[src/rtl/sst_pkg.sv]
package sst_pkg;

    localparam int CAPACITY  = 64;
    localparam int KEY_WIDTH = 32;
    localparam int ADDR_W    = $clog2(CAPACITY);
    localparam int CNT_W     = $clog2(CAPACITY + 1);

    localparam logic [1:0] FN_INSERT = 2'd0;
    localparam logic [1:0] FN_DELETE = 2'd1;
    localparam logic [1:0] FN_READ   = 2'd2;

    localparam logic [2:0] STAT_OK      = 3'd0;
    localparam logic [2:0] STAT_DUP     = 3'd1;
    localparam logic [2:0] STAT_MISSING = 3'd2;
    localparam logic [2:0] STAT_FULL    = 3'd3;
    localparam logic [2:0] STAT_RANGE   = 3'd4;

    typedef struct packed {
        logic [1:0]  func;
        logic [31:0] key;
        logic [5:0]  index;
    } sst_in_t;

    typedef struct packed {
        logic [2:0]  status;
        logic [31:0] data;
        logic [6:0]  count;
    } sst_out_t;

    typedef enum logic [3:0] {
        ST_IDLE,
        ST_PROBE,
        ST_COMPARE,
        ST_MOVE_RD,
        ST_MOVE_WR,
        ST_PLACE,
        ST_FETCH,
        ST_FETCH_WAIT,
        ST_DONE
    } sst_state_t;

endpackage

[src/rtl/sorted_set_table.sv]
// Sorted set table: up to CAPACITY distinct keys held in ascending order in a
// single-port memory. One operation (insert, delete, read at index) is taken
// at a time; s_ready is high only while the sequencer is idle, and a finished
// result may wait in the output register while the next operation runs.
// Every memory access uses the single port, so the steps of an operation run
// in turn: a read fetches the slot at the index; an insert runs at most 7
// binary-search probes, shifts up to 63 entries up one slot each and places the
// key; a delete runs the probes and shifts the entries above the found key down
// one slot each. Inserting into a full table answers full even for a stored key.
// Memory contents are undefined after reset; no value read past the count is used.
module sorted_set_table
    import sst_pkg::*;
(
    input  logic     aclk,
    input  logic     aresetn,
    input  logic     s_valid,
    output logic     s_ready,
    input  sst_in_t  s_data,
    output logic     m_valid,
    input  logic     m_ready,
    output sst_out_t m_data
);

    logic [KEY_WIDTH-1:0] mem [CAPACITY];
    logic [KEY_WIDTH-1:0] rdata_reg;
    logic [ADDR_W-1:0]    mem_addr;
    logic                 mem_we;
    logic [KEY_WIDTH-1:0] mem_wdata;

    sst_state_t state_reg, state_next;
    logic [1:0]           func_reg, func_next;
    logic [KEY_WIDTH-1:0] key_reg, key_next;
    logic [5:0]           idx_reg, idx_next;
    logic [CNT_W-1:0]     count_reg, count_next;
    logic [CNT_W-1:0]     lo_reg, lo_next;
    logic [CNT_W-1:0]     hi_reg, hi_next;
    logic [CNT_W-1:0]     mid_reg, mid_next;
    logic [CNT_W-1:0]     ptr_reg, ptr_next;
    logic [CNT_W-1:0]     pos_reg, pos_next;
    logic [2:0]           res_status_reg, res_status_next;
    logic [KEY_WIDTH-1:0] res_data_reg, res_data_next;
    logic                 m_valid_reg, m_valid_next;
    sst_out_t             m_data_reg, m_data_next;

    logic [CNT_W:0]   mid_sum;
    logic [CNT_W-1:0] mid_calc;
    logic [CNT_W-1:0] ptr_inc;
    logic             out_free;

    assign mid_sum  = {1'b0, lo_reg} + {1'b0, hi_reg};
    assign mid_calc = mid_sum[CNT_W:1];
    assign ptr_inc  = ptr_reg + CNT_W'(1);
    assign out_free = !m_valid_reg || m_ready;

    assign s_ready = (state_reg == ST_IDLE);
    assign m_valid = m_valid_reg;
    assign m_data  = m_data_reg;

    always_ff @(posedge aclk) begin
        if (mem_we) begin
            mem[mem_addr] <= mem_wdata;
        end
        rdata_reg <= mem[mem_addr];
    end

    always_comb begin
        state_next = state_reg;
        case (state_reg)
            ST_IDLE: begin
                if (s_valid) begin
                    case (s_data.func)
                        FN_INSERT: state_next = (count_reg >= CNT_W'(CAPACITY)) ?
                                                ST_DONE : ST_PROBE;
                        FN_DELETE: state_next = ST_PROBE;
                        FN_READ:   state_next = ({1'b0, s_data.index} >= count_reg) ?
                                                ST_DONE : ST_FETCH;
                        default:   state_next = ST_DONE;
                    endcase
                end
            end
            ST_PROBE: begin
                if (lo_reg < hi_reg) begin
                    state_next = ST_COMPARE;
                end else if (func_reg == FN_INSERT) begin
                    state_next = ST_MOVE_RD;
                end else begin
                    state_next = ST_DONE;
                end
            end
            ST_COMPARE: begin
                if (key_reg != rdata_reg) begin
                    state_next = ST_PROBE;
                end else if (func_reg == FN_INSERT) begin
                    state_next = ST_DONE;
                end else begin
                    state_next = ST_MOVE_RD;
                end
            end
            ST_MOVE_RD: begin
                if (func_reg == FN_INSERT) begin
                    state_next = (ptr_reg > pos_reg) ? ST_MOVE_WR : ST_PLACE;
                end else begin
                    state_next = (ptr_inc < count_reg) ? ST_MOVE_WR : ST_DONE;
                end
            end
            ST_MOVE_WR:    state_next = ST_MOVE_RD;
            ST_PLACE:      state_next = ST_DONE;
            ST_FETCH:      state_next = ST_FETCH_WAIT;
            ST_FETCH_WAIT: state_next = ST_DONE;
            ST_DONE: begin
                if (out_free) begin
                    state_next = ST_IDLE;
                end
            end
            default:       state_next = ST_IDLE;
        endcase
    end

    always_comb begin
        func_next       = func_reg;
        key_next        = key_reg;
        idx_next        = idx_reg;
        count_next      = count_reg;
        lo_next         = lo_reg;
        hi_next         = hi_reg;
        mid_next        = mid_reg;
        ptr_next        = ptr_reg;
        pos_next        = pos_reg;
        res_status_next = res_status_reg;
        res_data_next   = res_data_reg;
        m_valid_next    = m_valid_reg && !m_ready;
        m_data_next     = m_data_reg;
        mem_addr        = ptr_reg[ADDR_W-1:0];
        mem_we          = 1'b0;
        mem_wdata       = rdata_reg;
        case (state_reg)
            ST_IDLE: begin
                func_next       = s_data.func;
                key_next        = s_data.key[KEY_WIDTH-1:0];
                idx_next        = s_data.index;
                lo_next         = '0;
                hi_next         = count_reg;
                res_data_next   = '0;
                res_status_next = STAT_OK;
                if (s_data.func == FN_INSERT && count_reg >= CNT_W'(CAPACITY)) begin
                    res_status_next = STAT_FULL;
                end
                if (s_data.func == FN_READ && {1'b0, s_data.index} >= count_reg) begin
                    res_status_next = STAT_RANGE;
                end
            end
            ST_PROBE: begin
                mid_next = mid_calc;
                mem_addr = mid_calc[ADDR_W-1:0];
                if (lo_reg >= hi_reg) begin
                    pos_next = lo_reg;
                    ptr_next = count_reg;
                    if (func_reg != FN_INSERT) begin
                        res_status_next = STAT_MISSING;
                    end
                end
            end
            ST_COMPARE: begin
                if (key_reg < rdata_reg) begin
                    hi_next = mid_reg;
                end else if (key_reg > rdata_reg) begin
                    lo_next = mid_reg + CNT_W'(1);
                end else if (func_reg == FN_INSERT) begin
                    res_status_next = STAT_DUP;
                end else begin
                    res_data_next = rdata_reg;
                    ptr_next      = mid_reg;
                end
            end
            ST_MOVE_RD: begin
                if (func_reg == FN_INSERT) begin
                    mem_addr = ADDR_W'(ptr_reg - CNT_W'(1));
                end else begin
                    mem_addr = ptr_inc[ADDR_W-1:0];
                    if (ptr_inc >= count_reg) begin
                        count_next = count_reg - CNT_W'(1);
                    end
                end
            end
            ST_MOVE_WR: begin
                mem_we   = 1'b1;
                ptr_next = (func_reg == FN_INSERT) ? ptr_reg - CNT_W'(1) : ptr_inc;
            end
            ST_PLACE: begin
                mem_addr   = pos_reg[ADDR_W-1:0];
                mem_we     = 1'b1;
                mem_wdata  = key_reg;
                count_next = count_reg + CNT_W'(1);
            end
            ST_FETCH: begin
                mem_addr = idx_reg[ADDR_W-1:0];
            end
            ST_FETCH_WAIT: begin
                res_data_next = rdata_reg;
            end
            ST_DONE: begin
                if (out_free) begin
                    m_valid_next       = 1'b1;
                    m_data_next.status = res_status_reg;
                    m_data_next.data   = 32'(res_data_reg);
                    m_data_next.count  = 7'(count_reg);
                end
            end
            default: begin
                mem_we = 1'b0;
            end
        endcase
    end

    always_ff @(posedge aclk) begin
        if (!aresetn) begin
            state_reg   <= ST_IDLE;
            count_reg   <= '0;
            m_valid_reg <= 1'b0;
        end else begin
            state_reg   <= state_next;
            count_reg   <= count_next;
            m_valid_reg <= m_valid_next;
        end
        func_reg       <= func_next;
        key_reg        <= key_next;
        idx_reg        <= idx_next;
        lo_reg         <= lo_next;
        hi_reg         <= hi_next;
        mid_reg        <= mid_next;
        ptr_reg        <= ptr_next;
        pos_reg        <= pos_next;
        res_status_reg <= res_status_next;
        res_data_reg   <= res_data_next;
        m_data_reg     <= m_data_next;
    end

endmodule

[config.mk]
export PLATFORM = sky130hd
export DESIGN_NAME = sorted_set_table
export DESIGN_NICKNAME = d
export VERILOG_FILES = /design/src/rtl/sst_pkg.sv /design/src/rtl/sorted_set_table.sv
export SDC_FILE = /design/constraint.sdc
export NUM_CORES = 2
export LEC_CHECK = 0
export BUFFER_PORTS_ARGS = -buffer_cell sky130_fd_sc_hd__buf_4
export CELL_PAD_IN_SITES_DETAIL_PLACEMENT = 0
export CELL_PAD_IN_SITES_GLOBAL_PLACEMENT = 1
export CORE_AREA = 4 4 476 478
export CTS_BUF_LIST = sky130_fd_sc_hd__clkbuf_16
export CTS_CLUSTER_DIAMETER = 100
export DETAILED_ROUTE_END_ITERATION = 10
export DIE_AREA = 0 0 480 482
export PLACE_DENSITY_LB_ADDON = 0.1
export SLEW_MARGIN = 20
export SYNTH_ARGS = -nofsm -noshare
export SYNTH_HDL_FRONTEND = slang
export SYNTH_SLANG_ARGS = --single-unit
[constraint.sdc]
create_clock -name aclk -period 4.3 [get_ports aclk]
set_input_delay 0.43 -clock aclk [delete_from_list [all_inputs] [get_ports aclk]]
set_output_delay 0.43 -clock aclk [all_outputs]
set_load 0.03 [all_outputs]
* After elaboration in Yosys (flattened, before gate mapping)
Memory sizes are Yosys's and may differ from the RTL's. A register that Yosys moved wholly into a read port is not among the register bits.
Cells that the tools add are included.
** Cells by class
- Bitwise operators :: 0
- Div/mod/pow operators :: 0
- Equal/unequal tests :: 23
- Reduce and logical (&&, ||, !) cells :: 26
- Shifts and indexed selects :: 0
- Multipliers :: 0
- Multiplexer cells :: 47
- Magnitude comparators :: 9
- Add/sub/neg operators :: 6
** Operators with widths (count)
- two-way mux 32 bit :: 4
- case mux 32 bit (3 select lines) :: 1
- two-way mux 7 bit :: 10
- case mux 7 bit (2 select lines) :: 3
- two-way mux 4 bit :: 10
- greater-than comparator 32 bit :: 1
- < comparator 32 bit :: 1
- != test 32 bit :: 1
- case mux 4 bit (8 select lines) :: 1
- != test 2 bit, second input constant :: 12
- case mux 6 bit (4 select lines) :: 1
- adder 7 x 1 -> 7 bit, second input constant :: 3
- case mux 7 bit (3 select lines) :: 1
- two-way mux 3 bit :: 6
- == test 4 x 3 -> 1 bit, second input constant :: 4
- >= comparator 7 bit :: 2
- < comparator 7 bit :: 2
- subtractor 7 x 1 -> 7 bit, second input constant :: 2
- case mux 4 bit (3 select lines) :: 1
- case mux 3 bit (3 select lines) :: 1
- nonzero test 3 bit :: 3
- adder 7 x 7 -> 8 bit :: 1
- == test 4 x 2 -> 1 bit, second input constant :: 2
- AND reduction 2 bit :: 4
- other kinds (21) :: 34
** Word-level totals
- Output and inout bits :: 44
- Bits in read-only memories :: 0
- Flip-flop bits (word level) :: 164
- Memories :: 1
- Bits in writable memories :: 2048
- Bits of input ports :: 44
- Bits in latches :: 0
- Word-level logic and storage cells :: 128
** Memory list
- mem :: words 64, bits a word 32, rd ports 1, clocked after memory_dff 1, wr ports 1, line sorted_set_table.sv:24 : logic [KEY_WIDTH-1:0] mem [CAPACITY];

* Logic depth before layout (Yosys ltp)
- Depth after elaboration :: 5
- Mapped depth :: 14
- Gate-level depth less buffers :: 13

* Worst setup path after synthesis
Ideal clock, no wire load.
- Path type :: reg-to-reg
- Start :: register lo_reg[0]
- End :: memory mem[13][0], enable pin
- Required time :: 3.879 ns
- Path slack :: -0.196 ns
- Setup time :: 0.421 ns
- Clock period less this slack :: 4.496 ns
- Stages on the path, launching flop included :: 11
- Path buffers :: 3
- Data arrival time :: 4.075 ns
- Cell sequence :: edfxtp_1 > ha_1 > fa_1 > xnor2_1 > a22o_1 > a2111oi_2 > buf_2 > buf_2 > buf_2 > nand4_1 > nor2_1
** Between the ends
- Longest elaborated chain between the ends :: 2
** RTL lines
- start, declared :: line sorted_set_table.sv:35 : logic [CNT_W-1:0] lo_reg, lo_next;
- start signal, assigned :: line sorted_set_table.sv:228 : lo_reg <= lo_next;
- adder 7 x 7 -> 8 bit :: line sorted_set_table.sv:50 : assign mid_sum = {1'b0, lo_reg} + {1'b0, hi_reg};
- net mid_sum[2] :: line sorted_set_table.sv:45 : logic [CNT_W:0] mid_sum;
- case mux 6 bit (4 select lines) :: line sorted_set_table.sv:136 : case (state_reg)
- end, declared :: line sorted_set_table.sv:24
The timed path passes the listed nets, and every way through them passes these cells.

* Final worst setup path
- Start :: register lo_reg[0]
- End :: register rdata_reg[19], read port of mem
** Between the ends
- Longest elaborated chain between the ends :: 2
** RTL lines
- adder 7 x 7 -> 8 bit :: line sorted_set_table.sv:50
- net mid_sum[2] :: line sorted_set_table.sv:45
- case mux 6 bit (4 select lines) :: line sorted_set_table.sv:136
- end, declared :: line sorted_set_table.sv:25 : logic [KEY_WIDTH-1:0] rdata_reg;
The timed path passes the listed nets, and every way through them passes these cells.
A chain may end at the register's enable or synchronous reset.

==> run_results.csv <==
group,metric,value,unit
status,status,"completed",
routing,drt_wl_total,292000,um
die,start_util,0.3986,
yosys,synth_top_cells_by_area,"edfxtp_1, nand2_1, nand3_1",
setup_path,rr_startpoint,"lo_reg[0]",
clock_network,tritoncts,"built",
power,vdd_drop_max,0.0003712,V
yosys,synth_most_common_cell,"edfxtp_1",
finish,largest_reg_flops,2048,
yosys,synth_top_cell_by_area,"edfxtp_1",
routing,routedWlPerCell,28.10,um
setup_path,cpPeakStageDelay,560,ps
yosys,synth-seq-cells,2244,
grt,track_usage,0.2491,
setup_path,cp_slowest_cell,"a2111o_2",
setup_path,rr_worst_depth,13,
sta,slew_headroom,0.3694,
yosys,synth_enable_flop_cells,2200,
clock_network,cts_buffer_depth,3,
routing,vias_per_cell,5.509,
finish,syn_to_final_growth,19.46,%
yosys,netlist_instances,6744,
min_path,hold_path_end,"key_reg[29]",
sta,fin_ws,68.57,ps
place,io_buffers,87,
finish,fillCellCount,19580,
setup_path,crit_required,5020,ps
flow_run,cap_violations,0,
yosys,syn_nets,6864,
die,fp-row-count,173,
setup_path,cp-end-kind,"register",
sta,timing.final.crit_period,4231,ps
setup_path,cp_data_arrival_time,4950,ps
yosys,synth_top_cell_area_share,0.7470,
clock_network,path_clk_slew,60,ps
setup_path,cpLargestDelayFamily,"compound AO/OA/AOI/OAI gates",
sta,setup_viol,0,
place,dp_hpwl,178700,um
routing,remaining_drc_errors,0,
die,die_h,482,um
setup_path,criticalPathCategory,"reg2reg",
sta,worst_slew_pin_slew,946.0,ps
yosys,ys_async_sr_fraction,0,
routing,antenna_left,0,
setup_path,crit_top_cell,"buf_12",
die,die_area,231400,sq um
place,gp_congestion,0.8316,
yosys,netlist_area,88440,sq um
sta,hold_viol_final,0,
yosys,synth-main-ff-cell,"edfxtp_1",
min_path,hold_path_class,"in2reg",
yosys,yosysSeqAreaShare,0.7569,
min_path,holdCritStartpoint,"s_data[35]",
die,die_w,480,um
yosys,synth_top_cells_by_count,"edfxtp_1, nand2_1, nand3_1, nand4_1, clkbuf_1",
setup_path,timing.rr.end,"rdata_reg[19]",
yosys,synth_area_per_cell,13.11,sq um
grt,grt_pass1_vias,54990,
power,p_leak,0.03681,uW
yosys,synth.distinct_cells,72,
place,placement.cell_area,97670,sq um
clock_network,clkSinkCount,2244,
finish,drive_gt1_frac,0.1346,
yosys,yosys_warnings,0,
grt,grt_max_degree,106,
setup_path,critical_path_buf_inv_count,3,
power,p_per_area,610.9,nW/um^2
setup_path,cp_max_fo,55,
clock_network,cts_buffers,237,
setup_path,critPathLaunchType,"register",
place,dp_slack,-291.7,ps
finish,nets,7313,
finish,fin_area,105700,sq um
die,coreArea,221900,sq um
sta,fin_skew,58.59,ps
setup_path,crit_chain,"ha_1 -> fa_1 -> xnor2_1 -> a22o_1 -> a2111o_2 -> buf_12 -> buf_12 -> nand2_1 -> nand3_1 -> nand4_1 -> o22ai_1 -> buf_4 -> or4_1",
routing,dr.pass1.iters,6,
grt,gr-total-overflow,0,
clock_network,ctsHtreeMaxLevel,4,
clock_network,clockRootBuffer,"clkbuf_16",
min_path,holdPathStages,2,
sta,maxSlewViolCount,0,
routing,num_vias,57240,
sta,timing.final.crit_share,0.9841,
routing,drt-initial-drc-count,5895,
grt,grt_pass1_wl,414700,um
setup_path,reg2reg_slack,70,ps
grt,antenna_found_initial,32,
clock_network,insertion_delay,880,ps
die,pin_count,88,
sta,fmax,0.2363,GHz
[where the power goes]
part,leakage (uW),internal [uW],switching (uW)
Clock,0.00388,10700,8600
Sequential,0.0204,27600,633
Combinational,0.0126,4680,12300
Total,0.0368,43000,21500
[how the worst max path moves through the flow]
stage | startpoint | slack (ps) | endpoint | cells past startpoint
floorplan | lo_reg[0] | -200 | mem[13][0] | 10
global placement | lo_reg[0] | -810 | rdata_reg[10] | 13
detailed placement | lo_reg[0] | -290 | rdata_reg[28] | 13
CTS | lo_reg[2] | 7 | rdata_reg[19] | 14
global route | lo_reg[0] | -10 | rdata_reg[19] | 14
finish | lo_reg[0] | 70 | rdata_reg[19] | 13
[metal layers]
layer  up-vias  GRT usage  part of all wire
met5         -          0           0.00018
met4         8    0.05807             0.024
met3       346    0.03470             0.062
met2      1869     0.3984              0.46
met1     29450     0.3628              0.45
li1      25570          -                 -
[logic make-up after synthesis]
family	share of synthesized area
AOI/OAI and AO/OA	0.02443
xor gates and xnor gates	0.002377
DFF	0.7569
adders and majority gates	0.01092
buffers and inverters	0.02361
muxes	0.004188
and+or+nand+nor	0.1775
[area by class of cell]
type	count	area [sq um]	share of cell area
well taps	2975	3722	0.03523
clock buffers	241	6031	0.05708
flip-flops and latches	2244	66940	0.6336
repair buffers	604	6933	0.06562
clock inverters	205	1304	0.01234
inverters	72	270.3	0.002558
multi-input cells	4034	20410	0.1932
diodes	16	40.04	0.0003790
[placed cells by master (no fill, tap or decap), drive strengths merged, types with 34 or more instances in the layout]
cell type / instances
o22ai: 130
edfxtp: 2200
dlygate4sd3: 43
ha: 74
clkinv: 108
o21ai: 65
dfxtp: 44
inv: 154
a21oi: 36
nand2: 2060
mux2i: 37
nor2: 116
clkbuf: 241
and2: 39
a32oi: 34
nand4: 244
buf: 561
nand3: 1007
[stage by stage]
step | hold WS (ps) | TNS, ps | utilization | instances | total power, uW
final | 287.6 | 0 | 0.4762 | 10390 | 64540
after detailed placement | 404.5 | -496.2 | 0.4402 | 9882 | 45570
after CTS | 211.5 | 0 | 0.4753 | 10370 | 64890
after global placement | 405.4 | -2940 | 0.4390 | 9871 | 45270
after global routing | 234.0 | -10.96 | 0.4760 | 10380 | 67070
after floorplan | 400.3 | -169960 | - | 6744 | 36540
[what timing repair did]
item / in CTS / in global routing
setup buffers: 0 / 0
endpoints found under the hold margin: 55 / 0
pin swaps: 0 / 2
setup endpoints to repair: 2 / 13
hold buffers: 43 / 0
resized for setup: 2 / 11
Power figures use the tool's default switching activity.
